File: config.mk
export PLATFORM = sky130hd
export DESIGN_NAME = pps_time_validity_tracker_core
export DESIGN_NICKNAME = d
export VERILOG_FILES = /design/src/ptvt_pkg.sv /design/src/ptvt_state.sv /design/src/ptvt_disp.sv /design/src/pps_time_validity_tracker_core.sv
export SDC_FILE = /design/constraint.sdc
export NUM_CORES = 2
export LEC_CHECK = 0
export ABC_AREA = 1
export ABC_CLOCK_PERIOD_IN_PS = 28700
export BUFFER_PORTS_ARGS = -buffer_cell sky130_fd_sc_hd__buf_4
export CAP_MARGIN = 10
export CORE_MARGIN = 3
export CORE_UTILIZATION = 45
export DETAILED_ROUTE_END_ITERATION = 10
export GPL_ROUTABILITY_DRIVEN = 0
export SLEW_MARGIN = 5
export SYNTH_ARGS = -nofsm -noshare
export SYNTH_HDL_FRONTEND = slang
export SYNTH_SLANG_ARGS = --single-unit
File: constraint.sdc
create_clock -name i_clk -period 28.7 [get_ports i_clk]
set_input_delay 5.74 -clock i_clk [delete_from_list [all_inputs] [get_ports i_clk]]
set_output_delay 5.74 -clock i_clk [all_outputs]
set_load 0.01 [all_outputs]
File: src/ptvt_pkg.sv
// ----------------------------------------------------------------------------
// ptvt_pkg
// Shared types and constants for the PPS time validity tracker.
// ----------------------------------------------------------------------------
package ptvt_pkg;

    // event codes carried in tuser
    typedef enum logic [2:0] {
        ACT_PPS     = 3'd0,
        ACT_FIX_OK  = 3'd1,
        ACT_FIX_BAD = 3'd2,
        ACT_TIMEOUT = 3'd3,
        ACT_GGA     = 3'd4
    } t_action;

    // configuration register indexes
    typedef enum logic [0:0] {
        CFG_PULSES = 1'b0,
        CFG_WARP   = 1'b1
    } t_cfg_idx;

    localparam int unsigned CFG_DATA_W = 8;

    localparam logic [7:0]  PULSES_RST = 8'd10;
    localparam logic [2:0]  WARP_RST   = 3'd1;

    localparam logic [31:0] US_PER_SEC = 32'd1000000;

    // dispersion = floor(dev * 1024 / 15625)
    // estimate with floor(dev * DISP_RECIP / 2^35), then at most one step up
    localparam int unsigned RECIP_SHIFT = 35;
    localparam logic [31:0] DISP_RECIP  = 32'd2251799813;
    localparam logic [13:0] DISP_DEN    = 14'd15625;
    localparam int unsigned QUOT_W      = 64 - RECIP_SHIFT;

    // one input item, without the event code
    typedef struct packed {
        logic [3:0]  fix_kind;
        logic [5:0]  satellites;
        logic [31:0] gps_seconds;
        logic [31:0] timestamp_us;
    } t_item;

    // status snapshot after one item (dispersion added downstream)
    typedef struct packed {
        logic [3:0]  fix_seen;
        logic [5:0]  sat_seen;
        logic [31:0] first_valid_sec;
        logic [31:0] valid_since_sec;
        logic [31:0] valid_total;
        logic [31:0] timeout_total;
        logic [31:0] max_interval_us;
        logic [31:0] min_interval_us;
        logic [31:0] second_count;
        logic        fix_valid;
        logic        time_valid;
    } t_status;

endpackage

File: src/ptvt_state.sv
// ----------------------------------------------------------------------------
// ptvt_state
// Tracker state and its registered update; the state registers double as
// the stage payload handed to the dispersion pipeline.
// ----------------------------------------------------------------------------
module ptvt_state
    import ptvt_pkg::*;
(
    input  logic                  i_clk,
    input  logic                  i_rst_n,
    // configuration writes
    input  logic                  i_cfg_valid,
    input  t_cfg_idx              i_cfg_index,
    input  logic [CFG_DATA_W-1:0] i_cfg_data,
    // item from the input register
    input  logic                  i_up_valid,
    output logic                  o_up_ready,
    input  t_action               i_up_action,
    input  t_item                 i_up_item,
    // status towards the dispersion pipeline
    output logic                  o_dn_valid,
    input  logic                  i_dn_ready,
    output t_status               o_dn_status
);

    logic [7:0]  r_pulses_needed;
    logic [2:0]  r_warp_limit;

    logic        r_v;
    logic [31:0] r_sec, n_sec;
    logic [31:0] r_prev, n_prev;
    logic        r_have_prev, n_have_prev;
    logic [31:0] r_min, n_min;
    logic [31:0] r_max, n_max;
    logic        r_valid, n_valid;
    logic        r_fix, n_fix;
    logic [7:0]  r_cd, n_cd;
    logic [2:0]  r_warp, n_warp;
    logic [31:0] r_since, n_since;
    logic [31:0] r_vcnt, n_vcnt;
    logic [31:0] r_first, n_first;
    logic [31:0] r_tocnt, n_tocnt;
    logic [5:0]  r_sat, n_sat;
    logic [3:0]  r_fixq, n_fixq;

    logic        w_take;

    assign o_up_ready = !r_v || i_dn_ready;
    assign w_take     = i_up_valid && o_up_ready;

    always_comb begin
        logic [31:0] iv;
        logic [3:0]  warp_inc;
        iv       = i_up_item.timestamp_us - r_prev;
        warp_inc = {1'b0, r_warp} + 4'd1;

        n_sec       = r_sec;
        n_prev      = r_prev;
        n_have_prev = r_have_prev;
        n_min       = r_min;
        n_max       = r_max;
        n_valid     = r_valid;
        n_fix       = r_fix;
        n_cd        = r_cd;
        n_warp      = r_warp;
        n_since     = r_since;
        n_vcnt      = r_vcnt;
        n_first     = r_first;
        n_tocnt     = r_tocnt;
        n_sat       = r_sat;
        n_fixq      = r_fixq;

        case (i_up_action)
            ACT_PPS: begin
                if (r_fix) begin
                    if (r_cd != 8'd0) begin
                        n_cd = r_cd - 8'd1;
                        if (n_cd == 8'd0) begin
                            n_min   = '0;
                            n_max   = '0;
                            n_valid = 1'b1;
                            n_since = r_sec;
                            n_vcnt  = r_vcnt + 32'd1;
                            if (r_first == 32'd0) begin
                                n_first = r_sec;
                            end
                        end
                    end
                    n_sec  = r_sec + 32'd1;
                    n_prev = i_up_item.timestamp_us;
                    if (!r_have_prev) begin
                        n_have_prev = 1'b1;
                    end else begin
                        if (n_min == 32'd0 || iv < n_min) begin
                            n_min = iv;
                        end
                        if (iv > n_max) begin
                            n_max = iv;
                        end
                    end
                end
            end
            ACT_FIX_OK: begin
                if (r_valid && r_sec > i_up_item.gps_seconds) begin
                    // backward warp
                    if (warp_inc > {1'b0, r_warp_limit}) begin
                        n_since     = r_sec;
                        n_valid     = 1'b0;
                        n_fix       = 1'b0;
                        n_have_prev = 1'b0;
                        n_cd        = '0;
                        n_warp      = '0;
                    end else begin
                        n_warp = warp_inc[2:0];
                    end
                end else if (r_sec != i_up_item.gps_seconds) begin
                    n_sec = i_up_item.gps_seconds;
                end else begin
                    n_warp = '0;
                end
                if (!n_fix) begin
                    n_fix = 1'b1;
                    n_cd  = r_pulses_needed;
                end
            end
            ACT_FIX_BAD: begin
                if (r_valid) begin
                    n_since     = r_sec;
                    n_valid     = 1'b0;
                    n_fix       = 1'b0;
                    n_have_prev = 1'b0;
                    n_cd        = '0;
                end
            end
            ACT_TIMEOUT: begin
                if (r_first != 32'd0) begin
                    n_tocnt = r_tocnt + 32'd1;
                end
                if (r_valid) begin
                    n_since = r_sec;
                end
                n_valid     = 1'b0;
                n_fix       = 1'b0;
                n_have_prev = 1'b0;
                n_cd        = '0;
            end
            ACT_GGA: begin
                n_sat  = i_up_item.satellites;
                n_fixq = i_up_item.fix_kind;
            end
            default: begin
            end
        endcase
    end

    always_ff @(posedge i_clk) begin
        if (!i_rst_n) begin
            r_pulses_needed <= PULSES_RST;
            r_warp_limit    <= WARP_RST;
            r_v             <= 1'b0;
            r_sec           <= '0;
            r_prev          <= '0;
            r_have_prev     <= 1'b0;
            r_min           <= '0;
            r_max           <= '0;
            r_valid         <= 1'b0;
            r_fix           <= 1'b0;
            r_cd            <= '0;
            r_warp          <= '0;
            r_since         <= '0;
            r_vcnt          <= '0;
            r_first         <= '0;
            r_tocnt         <= '0;
            r_sat           <= '0;
            r_fixq          <= '0;
        end else begin
            if (i_cfg_valid) begin
                unique case (i_cfg_index)
                    CFG_PULSES: r_pulses_needed <= i_cfg_data[7:0];
                    CFG_WARP:   r_warp_limit    <= i_cfg_data[2:0];
                endcase
            end
            if (o_up_ready) begin
                r_v <= i_up_valid;
            end
            if (w_take) begin
                r_sec       <= n_sec;
                r_prev      <= n_prev;
                r_have_prev <= n_have_prev;
                r_min       <= n_min;
                r_max       <= n_max;
                r_valid     <= n_valid;
                r_fix       <= n_fix;
                r_cd        <= n_cd;
                r_warp      <= n_warp;
                r_since     <= n_since;
                r_vcnt      <= n_vcnt;
                r_first     <= n_first;
                r_tocnt     <= n_tocnt;
                r_sat       <= n_sat;
                r_fixq      <= n_fixq;
            end
        end
    end

    assign o_dn_valid                  = r_v;
    assign o_dn_status.time_valid      = r_valid;
    assign o_dn_status.fix_valid       = r_fix;
    assign o_dn_status.second_count    = r_sec;
    assign o_dn_status.min_interval_us = r_min;
    assign o_dn_status.max_interval_us = r_max;
    assign o_dn_status.timeout_total   = r_tocnt;
    assign o_dn_status.valid_total     = r_vcnt;
    assign o_dn_status.valid_since_sec = r_since;
    assign o_dn_status.first_valid_sec = r_first;
    assign o_dn_status.sat_seen        = r_sat;
    assign o_dn_status.fix_seen        = r_fixq;

endmodule

File: src/ptvt_disp.sv
// ----------------------------------------------------------------------------
// ptvt_disp
// Dispersion pipeline: deviations, worst deviation, reciprocal multiply,
// back-multiply and one-step correction. Status rides alongside.
// ----------------------------------------------------------------------------
module ptvt_disp
    import ptvt_pkg::*;
(
    input  logic        i_clk,
    input  logic        i_rst_n,
    input  logic        i_up_valid,
    output logic        o_up_ready,
    input  t_status     i_up_status,
    output logic        o_dn_valid,
    input  logic        i_dn_ready,
    output t_status     o_dn_status,
    output logic [31:0] o_dn_dispersion
);

    logic              r2_v, r3_v, r4_v, r5_v, r6_v;
    logic              w_rdy2, w_rdy3, w_rdy4, w_rdy5, w_rdy6;
    t_status           r2_st, r3_st, r4_st, r5_st, r6_st;
    logic [31:0]       r2_dev_a, r2_dev_b;
    logic [31:0]       r3_dev, r4_dev, r5_dev;
    logic [63:0]       r4_prod;
    logic [QUOT_W-1:0] r5_qest;
    logic [QUOT_W+13:0] r5_back;
    logic [31:0]       r6_disp;

    logic [31:0]       w_dev_a, w_dev_b;
    logic [QUOT_W-1:0] w_qest;
    logic [41:0]       w_rem;
    logic [QUOT_W-1:0] w_quot;

    assign w_rdy6     = !r6_v || i_dn_ready;
    assign w_rdy5     = !r5_v || w_rdy6;
    assign w_rdy4     = !r4_v || w_rdy5;
    assign w_rdy3     = !r3_v || w_rdy4;
    assign w_rdy2     = !r2_v || w_rdy3;
    assign o_up_ready = w_rdy2;

    assign w_dev_a = (i_up_status.max_interval_us >= US_PER_SEC)
                   ? i_up_status.max_interval_us - US_PER_SEC
                   : US_PER_SEC - i_up_status.max_interval_us;
    assign w_dev_b = (i_up_status.min_interval_us >= US_PER_SEC)
                   ? i_up_status.min_interval_us - US_PER_SEC
                   : US_PER_SEC - i_up_status.min_interval_us;

    assign w_qest = r4_prod[63:RECIP_SHIFT];
    // remainder of dev * 1024 against the estimate; below twice the divisor
    assign w_rem  = {r5_dev, 10'b0} - 42'(r5_back);
    assign w_quot = (w_rem >= 42'(DISP_DEN)) ? r5_qest + 1'b1 : r5_qest;

    always_ff @(posedge i_clk) begin
        if (!i_rst_n) begin
            r2_v <= 1'b0;
            r3_v <= 1'b0;
            r4_v <= 1'b0;
            r5_v <= 1'b0;
            r6_v <= 1'b0;
        end else begin
            if (w_rdy2) r2_v <= i_up_valid;
            if (w_rdy3) r3_v <= r2_v;
            if (w_rdy4) r4_v <= r3_v;
            if (w_rdy5) r5_v <= r4_v;
            if (w_rdy6) r6_v <= r5_v;
        end
    end

    always_ff @(posedge i_clk) begin
        if (w_rdy2) begin
            r2_st    <= i_up_status;
            r2_dev_a <= w_dev_a;
            r2_dev_b <= w_dev_b;
        end
        if (w_rdy3) begin
            r3_st  <= r2_st;
            r3_dev <= (r2_dev_a > r2_dev_b) ? r2_dev_a : r2_dev_b;
        end
        if (w_rdy4) begin
            r4_st   <= r3_st;
            r4_dev  <= r3_dev;
            r4_prod <= 64'(r3_dev) * 64'(DISP_RECIP);
        end
        if (w_rdy5) begin
            r5_st   <= r4_st;
            r5_dev  <= r4_dev;
            r5_qest <= w_qest;
            r5_back <= (QUOT_W+14)'(w_qest) * (QUOT_W+14)'(DISP_DEN);
        end
        if (w_rdy6) begin
            r6_st   <= r5_st;
            r6_disp <= 32'(w_quot);
        end
    end

    assign o_dn_valid      = r6_v;
    assign o_dn_status     = r6_st;
    assign o_dn_dispersion = r6_disp;

endmodule

File: src/pps_time_validity_tracker_core.sv
// ----------------------------------------------------------------------------
// pps_time_validity_tracker_core
// Decides whether a GPS-disciplined seconds clock can be trusted from PPS,
// RMC, timeout and GGA events, and emits one status beat per event.
// ----------------------------------------------------------------------------
//
//  channel  dir  handshake              payload
//  -------  ---  ---------------------  -----------------------------------
//  s_axis   in   s_axis_tvalid/tready   tuser: event code; tdata: event data
//  m_axis   out  m_axis_tvalid/tready   tdata: status after the event
//  cfg      in   i_cfg_valid/o_cfg_ready index 0 pulses needed, 1 warp limit
//
//  One event is taken per clock unless m_axis stalls long enough to fill every
//  stage; every event yields exactly one status beat, presented on m_axis
//  after the input register (loaded on the accepting edge), the state update
//  and five dispersion stages. The dispersion divide by 15625 is a 32x32
//  reciprocal multiply followed by a back-multiply and a single correction step.
//  Reset is synchronous, active low; it restores pulses needed to 10 and
//  the warp limit to 1 and clears all tracker state. No clearing pass.
//  Stalls on m_axis fill the stage registers from the output backwards;
//  s_axis_tready only drops once every stage holds a beat.
//  Configuration writes are always accepted and take effect next cycle.
//
module pps_time_validity_tracker_core
    import ptvt_pkg::*;
(
    input  logic                  i_clk,
    input  logic                  i_rst_n,
    // configuration
    input  logic                  i_cfg_valid,
    output logic                  o_cfg_ready,
    input  t_cfg_idx              i_cfg_index,
    input  logic [CFG_DATA_W-1:0] i_cfg_data,
    // event stream
    input  logic                  s_axis_tvalid,
    output logic                  s_axis_tready,
    // [31:0] timestamp_us, [63:32] gps_seconds, [69:64] satellites,
    // [73:70] fix_kind, [79:74] zero
    input  logic [79:0]           s_axis_tdata,
    // [2:0] action
    input  logic [2:0]            s_axis_tuser,
    // status stream
    output logic                  m_axis_tvalid,
    input  logic                  m_axis_tready,
    // [0] time_valid, [1] fix_valid, [33:2] second_count,
    // [65:34] min_interval_us, [97:66] max_interval_us, [129:98] dispersion,
    // [161:130] timeout_total, [193:162] valid_total,
    // [225:194] valid_since_sec, [257:226] first_valid_sec,
    // [263:258] sat_seen, [267:264] fix_seen, [271:268] zero
    output logic [271:0]          m_axis_tdata
);

    // input register
    logic    r_in_v;
    t_action r_in_action;
    t_item   r_in_item;

    logic    w_st_valid, w_st_ready, w_up_ready;
    t_status w_st;
    t_status w_out_st;
    logic [31:0] w_out_disp;

    assign o_cfg_ready   = 1'b1;
    assign s_axis_tready = !r_in_v || w_up_ready;

    always_ff @(posedge i_clk) begin
        if (!i_rst_n) begin
            r_in_v <= 1'b0;
        end else if (s_axis_tready) begin
            r_in_v <= s_axis_tvalid;
        end
    end

    always_ff @(posedge i_clk) begin
        if (s_axis_tready) begin
            r_in_action <= t_action'(s_axis_tuser);
            r_in_item   <= s_axis_tdata[73:0];
        end
    end

    ptvt_state u_state (
        .i_clk       (i_clk),
        .i_rst_n     (i_rst_n),
        .i_cfg_valid (i_cfg_valid),
        .i_cfg_index (i_cfg_index),
        .i_cfg_data  (i_cfg_data),
        .i_up_valid  (r_in_v),
        .o_up_ready  (w_up_ready),
        .i_up_action (r_in_action),
        .i_up_item   (r_in_item),
        .o_dn_valid  (w_st_valid),
        .i_dn_ready  (w_st_ready),
        .o_dn_status (w_st)
    );

    ptvt_disp u_disp (
        .i_clk           (i_clk),
        .i_rst_n         (i_rst_n),
        .i_up_valid      (w_st_valid),
        .o_up_ready      (w_st_ready),
        .i_up_status     (w_st),
        .o_dn_valid      (m_axis_tvalid),
        .i_dn_ready      (m_axis_tready),
        .o_dn_status     (w_out_st),
        .o_dn_dispersion (w_out_disp)
    );

    assign m_axis_tdata = {
        4'b0,
        w_out_st.fix_seen,
        w_out_st.sat_seen,
        w_out_st.first_valid_sec,
        w_out_st.valid_since_sec,
        w_out_st.valid_total,
        w_out_st.timeout_total,
        w_out_disp,
        w_out_st.max_interval_us,
        w_out_st.min_interval_us,
        w_out_st.second_count,
        w_out_st.fix_valid,
        w_out_st.time_valid
    };

    // ---- assertions ----

    // trusted time always implies a held fix
    a_valid_needs_fix: assert property (@(posedge i_clk) disable iff (!i_rst_n)
        w_st.time_valid |-> w_st.fix_valid)
        else $error("time valid without fix");

    // a recorded minimum never exceeds the maximum
    a_min_le_max: assert property (@(posedge i_clk) disable iff (!i_rst_n)
        w_st.min_interval_us <= w_st.max_interval_us)
        else $error("min interval above max interval");

    // deviation below 2^32 us keeps the 16.16 result under 2^29
    a_disp_range: assert property (@(posedge i_clk) disable iff (!i_rst_n)
        m_axis_tvalid |-> (w_out_disp[31:29] == 3'b000))
        else $error("dispersion out of range");

    // a state update only happens when the input register hands over a beat
    a_state_hold: assert property (@(posedge i_clk) disable iff (!i_rst_n)
        !(r_in_v && w_up_ready) |=> $stable(w_st))
        else $error("state changed without an event");

endmodule

Yosys cells after proc, flatten, opt, wreduce, memory -nomap -nowiden
Cells that the tools add are included.
{"block": "op_classes", "add_sub_neg": 12, "n_reduce_logical": 42, "n_mul": 2, "bitwise_logic": 1, "eq_ne": 17, "n_lt_le_gt_ge": 8, "n_mux": 50}
{"cell": "two-way mux 32 bit", "n": 24}
{"cell": "adder 32 x 1 -> 32 bit (second input constant)", "n": 3}
{"cell": "greater-than comparator 32 bit", "n": 3}
{"cell": "case mux 32 bit (3 select lines)", "n": 1}
{"cell": ">= comparator 32 x 20 -> 1 bit (second input constant)", "n": 2}
{"cell": "zero test 32 bit", "n": 2}
{"cell": "multiplier 32 x 32 -> 64 bit (second input constant)", "n": 1}
{"cell": "case mux 32 bit (2 select lines)", "n": 1}
{"cell": "subtractor 20 x 32 -> 32 bit (first input constant)", "n": 2}
{"cell": "subtractor 32 x 20 -> 32 bit (second input constant)", "n": 2}
{"cell": "two-way mux 8 bit", "n": 6}
{"cell": ">= comparator 42 x 14 -> 1 bit (second input constant)", "n": 1}
{"cell": "multiplier 29 x 14 -> 42 bit (second input constant)", "n": 1}
{"cell": "subtractor 42 bit", "n": 1}
{"cell": "less-than comparator 32 bit", "n": 1}
{"cell": "inequality test 32 bit", "n": 1}
{"cell": "case mux 8 bit (4 select lines)", "n": 1}
{"cell": "nonzero test 32 bit", "n": 1}
{"cell": "subtractor 32 bit", "n": 1}
{"cell": "adder 29 x 1 -> 29 bit (second input constant)", "n": 1}
{"cell": "two-way mux 29 bit", "n": 1}
{"cell": "inequality test 2 x 1 -> 1 bit (second input constant)", "n": 9}
{"cell": "AND reduction 7 bit", "n": 2}
{"cell": "AND reduction 3 bit", "n": 4}
{"cell": "other kinds (27)", "n": 60}
{"block": "totals", "inputBits": 97, "register_bits": 1879, "out_inout_bits": 275, "elab_cells": 225}

Longest topological paths before layout
{"block": "logic_depth", "depth_word": 10, "mapped_depth": 29, "depth_no_buf": 29}

By module
A second synthesis with hierarchy kept.
{"block": "hier_totals", "cells_unflattened": 8488, "area_unflattened_um2": 95818.1}
{"mod": "ptvt_disp", "area_per_inst_um2": 75955.3, "seq_area_each_um2": 44062.3, "cells_per_inst": 5849, "instances": 1}
{"mod": "ptvt_state", "area_per_inst_um2": 17459.2, "seq_area_each_um2": 5845.6, "cells_per_inst": 2549, "instances": 1}
{"mod": "pps_time_validity_tracker_core", "area_per_inst_um2": 2403.6, "seq_area_each_um2": 2332.2, "cells_per_inst": 90, "instances": 1}

Worst setup path before layout
Ideal clock, no wire load.
{"block": "synth_path", "kind": "input-to-output", "startpoint": "in m_axis_tready", "endpoint": "out s_axis_tready", "arrival_time_ns": 21.751, "slack_ns": 1.209, "path_buffers": 0, "required_ns": 22.960, "path_stages": 6, "cell_sequence": "nor2_1 -> nand2_1 -> nor2_1 -> nand2_1 -> nor2_2 -> nand3_1"}
{"block": "synth_via", "elab_chain_len": 7}
{"item": "start, declared", "line_no": "pps_time_validity_tracker_core.sv:44", "text": "input logic m_axis_tready,"}
{"item": "logical OR 1 bit", "line_no": "ptvt_disp.sv:35", "text": "assign w_rdy6 = !r6_v || i_dn_ready;"}
{"item": "logical OR 1 bit", "line_no": "ptvt_disp.sv:36", "text": "assign w_rdy5 = !r5_v || w_rdy6;"}
{"item": "via u_disp.w_rdy5", "line_no": "ptvt_disp.sv:21", "text": "logic w_rdy2, w_rdy3, w_rdy4, w_rdy5, w_rdy6;"}
{"item": "logical OR 1 bit", "line_no": "ptvt_disp.sv:37", "text": "assign w_rdy4 = !r4_v || w_rdy5;"}
{"item": "logical OR 1 bit", "line_no": "ptvt_disp.sv:38", "text": "assign w_rdy3 = !r3_v || w_rdy4;"}
{"item": "via u_disp.w_rdy3", "line_no": "ptvt_disp.sv:21"}
{"item": "logical OR 1 bit", "line_no": "ptvt_disp.sv:39", "text": "assign w_rdy2 = !r2_v || w_rdy3;"}
{"item": "logical OR 1 bit", "line_no": "ptvt_state.sv:48", "text": "assign o_up_ready = !r_v || i_dn_ready;"}
{"item": "logical OR 1 bit", "line_no": "pps_time_validity_tracker_core.sv:64", "text": "assign s_axis_tready = !r_in_v || w_up_ready;"}
{"item": "end, declared", "line_no": "pps_time_validity_tracker_core.sv:36", "text": "output logic s_axis_tready,"}
The timed path passes the listed nets, and every way through them passes these cells.

Worst setup path after layout
Ends and elaborated chain as after synthesis.

==> results.tsv <==
metric	value	unit
vias after detailed routing	59529	
Worst R2R Path Depth	28	
clock buffer depth	3	
Core Box Area	208000	um^2
vias per cell	5.15	
power density over the cells	119	nW/um^2
relative max-transition margin	0.250	
wire length of the first global-routing pass	341	mm
number of DRC markers in iteration 0	4675	
die outline height	465	um
endpoint of the worst register-to-register path	u_disp.r4_prod[63]	
number of I/O port buffers	357	
number of max-cap violations	0	
start of the worst register-to-register path	u_disp.r3_dev[16]	
Total Routed Length	221	mm
distinct cell type count after synthesis	62	
largest net degree at the start of global routing	117	
leakage power	48.7	nW
H-tree levels	4	
number of top-level pins	372	
final-report hold violation count	0	
path class of the lowest-slack min-delay path	reg -> reg	
Crit Path Class	in -> out	
average wire per standard cell	19.2	um
num rows	167	
run status	complete, no violations	
top achievable clock speed	66.7	MHz
synthesized instance count	8151	
Hold Path End	u_disp.r4_st[104]	
area post-placement	101000	um^2
total global routing track utilization	0.203	
initial antenna violation count	11	
global route total overflow	0	
clock period minus worst slack	14.99	ns
Worst-Margin Slew	1.12	ns
total die area	216000	um^2
number of clock sinks	1839	
final instance count without filler cells	11548	
fraction of the core area covered by cells at the end of the flow	0.515	
final setup fails	0	
final instance area	107000	um^2
Yosys Warn Count	0	
worst-path fanout max	38	
Cells on Worst Hold Path	0	
CTS Buf Count	186	
area grow syn2layout	13.2	%
# fillers	18002	
register bit total from synthesis	1839	
count of flip-flops with a built-in enable after synthesis	1541	
Final Max Tran Viols	0	
Avg Cell Area, Syn	11.6	um^2
worst hold slack across all endpoints	0.379	ns
required time at the worst-slack endpoint	22.96	ns
total number of nets in the final design	9904	
Clk Tree Root Cell	sky130_fd_sc_hd__clkbuf_16	
share of synthesized area occupied by flip-flops and latches	0.551	
Detailed Place HPWL	166	mm
detailed-router iteration count before antenna repair	8	
Post CTS Setup Buffer Count	0	
crit end category	primary output	
die extent in x	465	um
hold buffer count at cts	0	
Synth Cell Area	94800	um^2
RSZ-0062 raised after global routing	no	
Placed Instances	11194	
layout cells sized above 1	0.0843	
CTS tree	yes	
WP data arrival	9.25	ns
DRC violations left	0	
skew final	0.0720	ns
r2r setup slk	20.69	ns
async set or reset register ratio after synthesis	0	
clock insertion delay at the later pin of the skew report	0.86	ns
startpoint class of the critical path	primary input	
worst hold path startpoint	u_disp.r3_st[104]	
Detail Route Antenna Nets	0	
final worst path period share	0.522	
final setup TNS	0	ns
vias in the first global route	59567	
Clock Pin Slew Worst Setup and Hold Paths	0.06	ns
worst-case vdd ir drop	0.000551	V
ys flop type	sky130_fd_sc_hd__edfxtp_1	
initial standard-cell utilization of the core	0.455	
Resized cells post-CTS	0	
==> per-layer routing <==
metal	vias up	GRT usage	routed length [um]
met5	-	0	130
met4	18	0.0580	5990
met3	387	0.0321	11800
met2	1667	0.338	106000
met1	29019	0.275	97300
li1	28438	-	-
==> area by class of cell <==
class,instances,area [um^2],area share
clock inverters,111,1360,0.0126
diodes,3,7.51,0.0000700
clock buffers,238,5120,0.0478
inverters,1464,5520,0.0515
well taps,2788,3490,0.0325
repair buffers,406,3090,0.0288
multi-input cells,4699,36500,0.340
flip-flops and latches,1839,52200,0.487
==> where the power goes <==
| part | total, mW | internal [mW] | switching [mW] | leakage (nW) |
|---|---|---|---|---|
| Combinational | 6.83 | 2.54 | 4.29 | 24.7 |
| Sequential | 3.40 | 3.30 | 0.102 | 20.9 |
| Clock | 2.51 | 1.47 | 1.04 | 3.14 |
| Total | 12.7 | 7.30 | 5.44 | 48.7 |
==> cells in the final DEF (no fill, tap or decap), types with 298 or more instances in the layout <==
| cell type | count |
|---|---|
| sky130_fd_sc_hd__a21oi_1 | 612 |
| sky130_fd_sc_hd__buf_4 | 404 |
| sky130_fd_sc_hd__dfxtp_1 | 298 |
| sky130_fd_sc_hd__edfxtp_1 | 1541 |
| sky130_fd_sc_hd__fa_1 | 490 |
| sky130_fd_sc_hd__ha_1 | 721 |
| sky130_fd_sc_hd__inv_1 | 1450 |
| sky130_fd_sc_hd__nand2_1 | 910 |
| sky130_fd_sc_hd__nor2_1 | 534 |
| sky130_fd_sc_hd__o21ai_0 | 390 |
==> per-stage QoR <==
| step | setup slack, ns | power (mW) |
|---|---|---|
| after detailed placement | 13.60 | 10.3 |
| after global placement | 13.72 | 10.2 |
| after floorplan | 1.21 | 8.59 |
| after CTS | 13.60 | 12.8 |
| after global routing | 13.39 | 13.9 |
| final | 13.72 | 12.7 |
==> sequential cells by signal, summed over array words and instances (netlist names), 42 cells and up <==
signal / flops
u_disp.r4_st: 236
r_in_item: 74
u_disp.r5_back: 42
u_disp.r3_st: 236
u_disp.r5_st: 236
u_disp.r2_st: 236
u_disp.o_dn_status: 236
==> cell usage after synthesis, drive strengths merged (3+ instances only) <==
cell / instances / share of area
a211oi: 12 / 0.00095
o311ai: 5 / 0.00046
buf: 43 / 0.0028
o22ai: 10 / 0.00066
o2111ai: 8 / 0.00074
inv: 1459 / 0.058
a31oi: 46 / 0.0030
nand2: 919 / 0.037
nand3b: 3 / 0.00024
a21boi: 10 / 0.00079
xnor2: 71 / 0.0066
nand4: 107 / 0.0071
edfxtp: 1541 / 0.49
o21a: 32 / 0.0025
nor3b: 8 / 0.00063
nand3: 222 / 0.012
a221oi: 9 / 0.00083
nor2: 543 / 0.022
a21o: 17 / 0.0013
o21ai: 396 / 0.021
fa: 490 / 0.10
xor2: 214 / 0.020
o221ai: 5 / 0.00046
o211ai: 15 / 0.0012
a2111oi: 3 / 0.00028
clkinv: 5 / 0.00020
ha: 721 / 0.095
clkbuf: 112 / 0.0044
o21bai: 28 / 0.0023
a21oi: 614 / 0.032
o31ai: 9 / 0.00071
nor3: 103 / 0.0056
nor4: 57 / 0.0040
or2: 3 / 0.00020
dfxtp: 298 / 0.063
==> cells by family after synthesis <==
kind of cell | share of synthesized area
DFF | 0.551
other | 0.0000792
buffers and inverters | 0.0652
and+or+nand+nor | 0.0886
AOI/OAI and AO/OA | 0.0701
xor gates and xnor gates | 0.0263
adders and majority gates | 0.199
==> critical path, cell delays in order <==
cell and delay, ns:
sky130_fd_sc_hd__buf_4 0.11, sky130_fd_sc_hd__nor2_1 0.44, sky130_fd_sc_hd__nand2_4 0.46, sky130_fd_sc_hd__nor2_1 0.60, sky130_fd_sc_hd__nand2_4 0.47, sky130_fd_sc_hd__nor2_2 0.46, sky130_fd_sc_hd__nand3_4 0.57, sky130_fd_sc_hd__buf_4 0.37
==> worst max path at each step <==
stage | startpoint | endpoint | slack (ns) | cells past startpoint
after floorplan | m_axis_tready | s_axis_tready | 1.21 | 6
after global placement | m_axis_tready | s_axis_tready | 13.72 | 8
after CTS | m_axis_tready | s_axis_tready | 13.60 | 8
final | m_axis_tready | s_axis_tready | 13.72 | 8
after global routing | m_axis_tready | s_axis_tready | 13.39 | 8
after detailed placement | m_axis_tready | s_axis_tready | 13.60 | 8
Note: power is estimated with default switching activity, not from simulation.
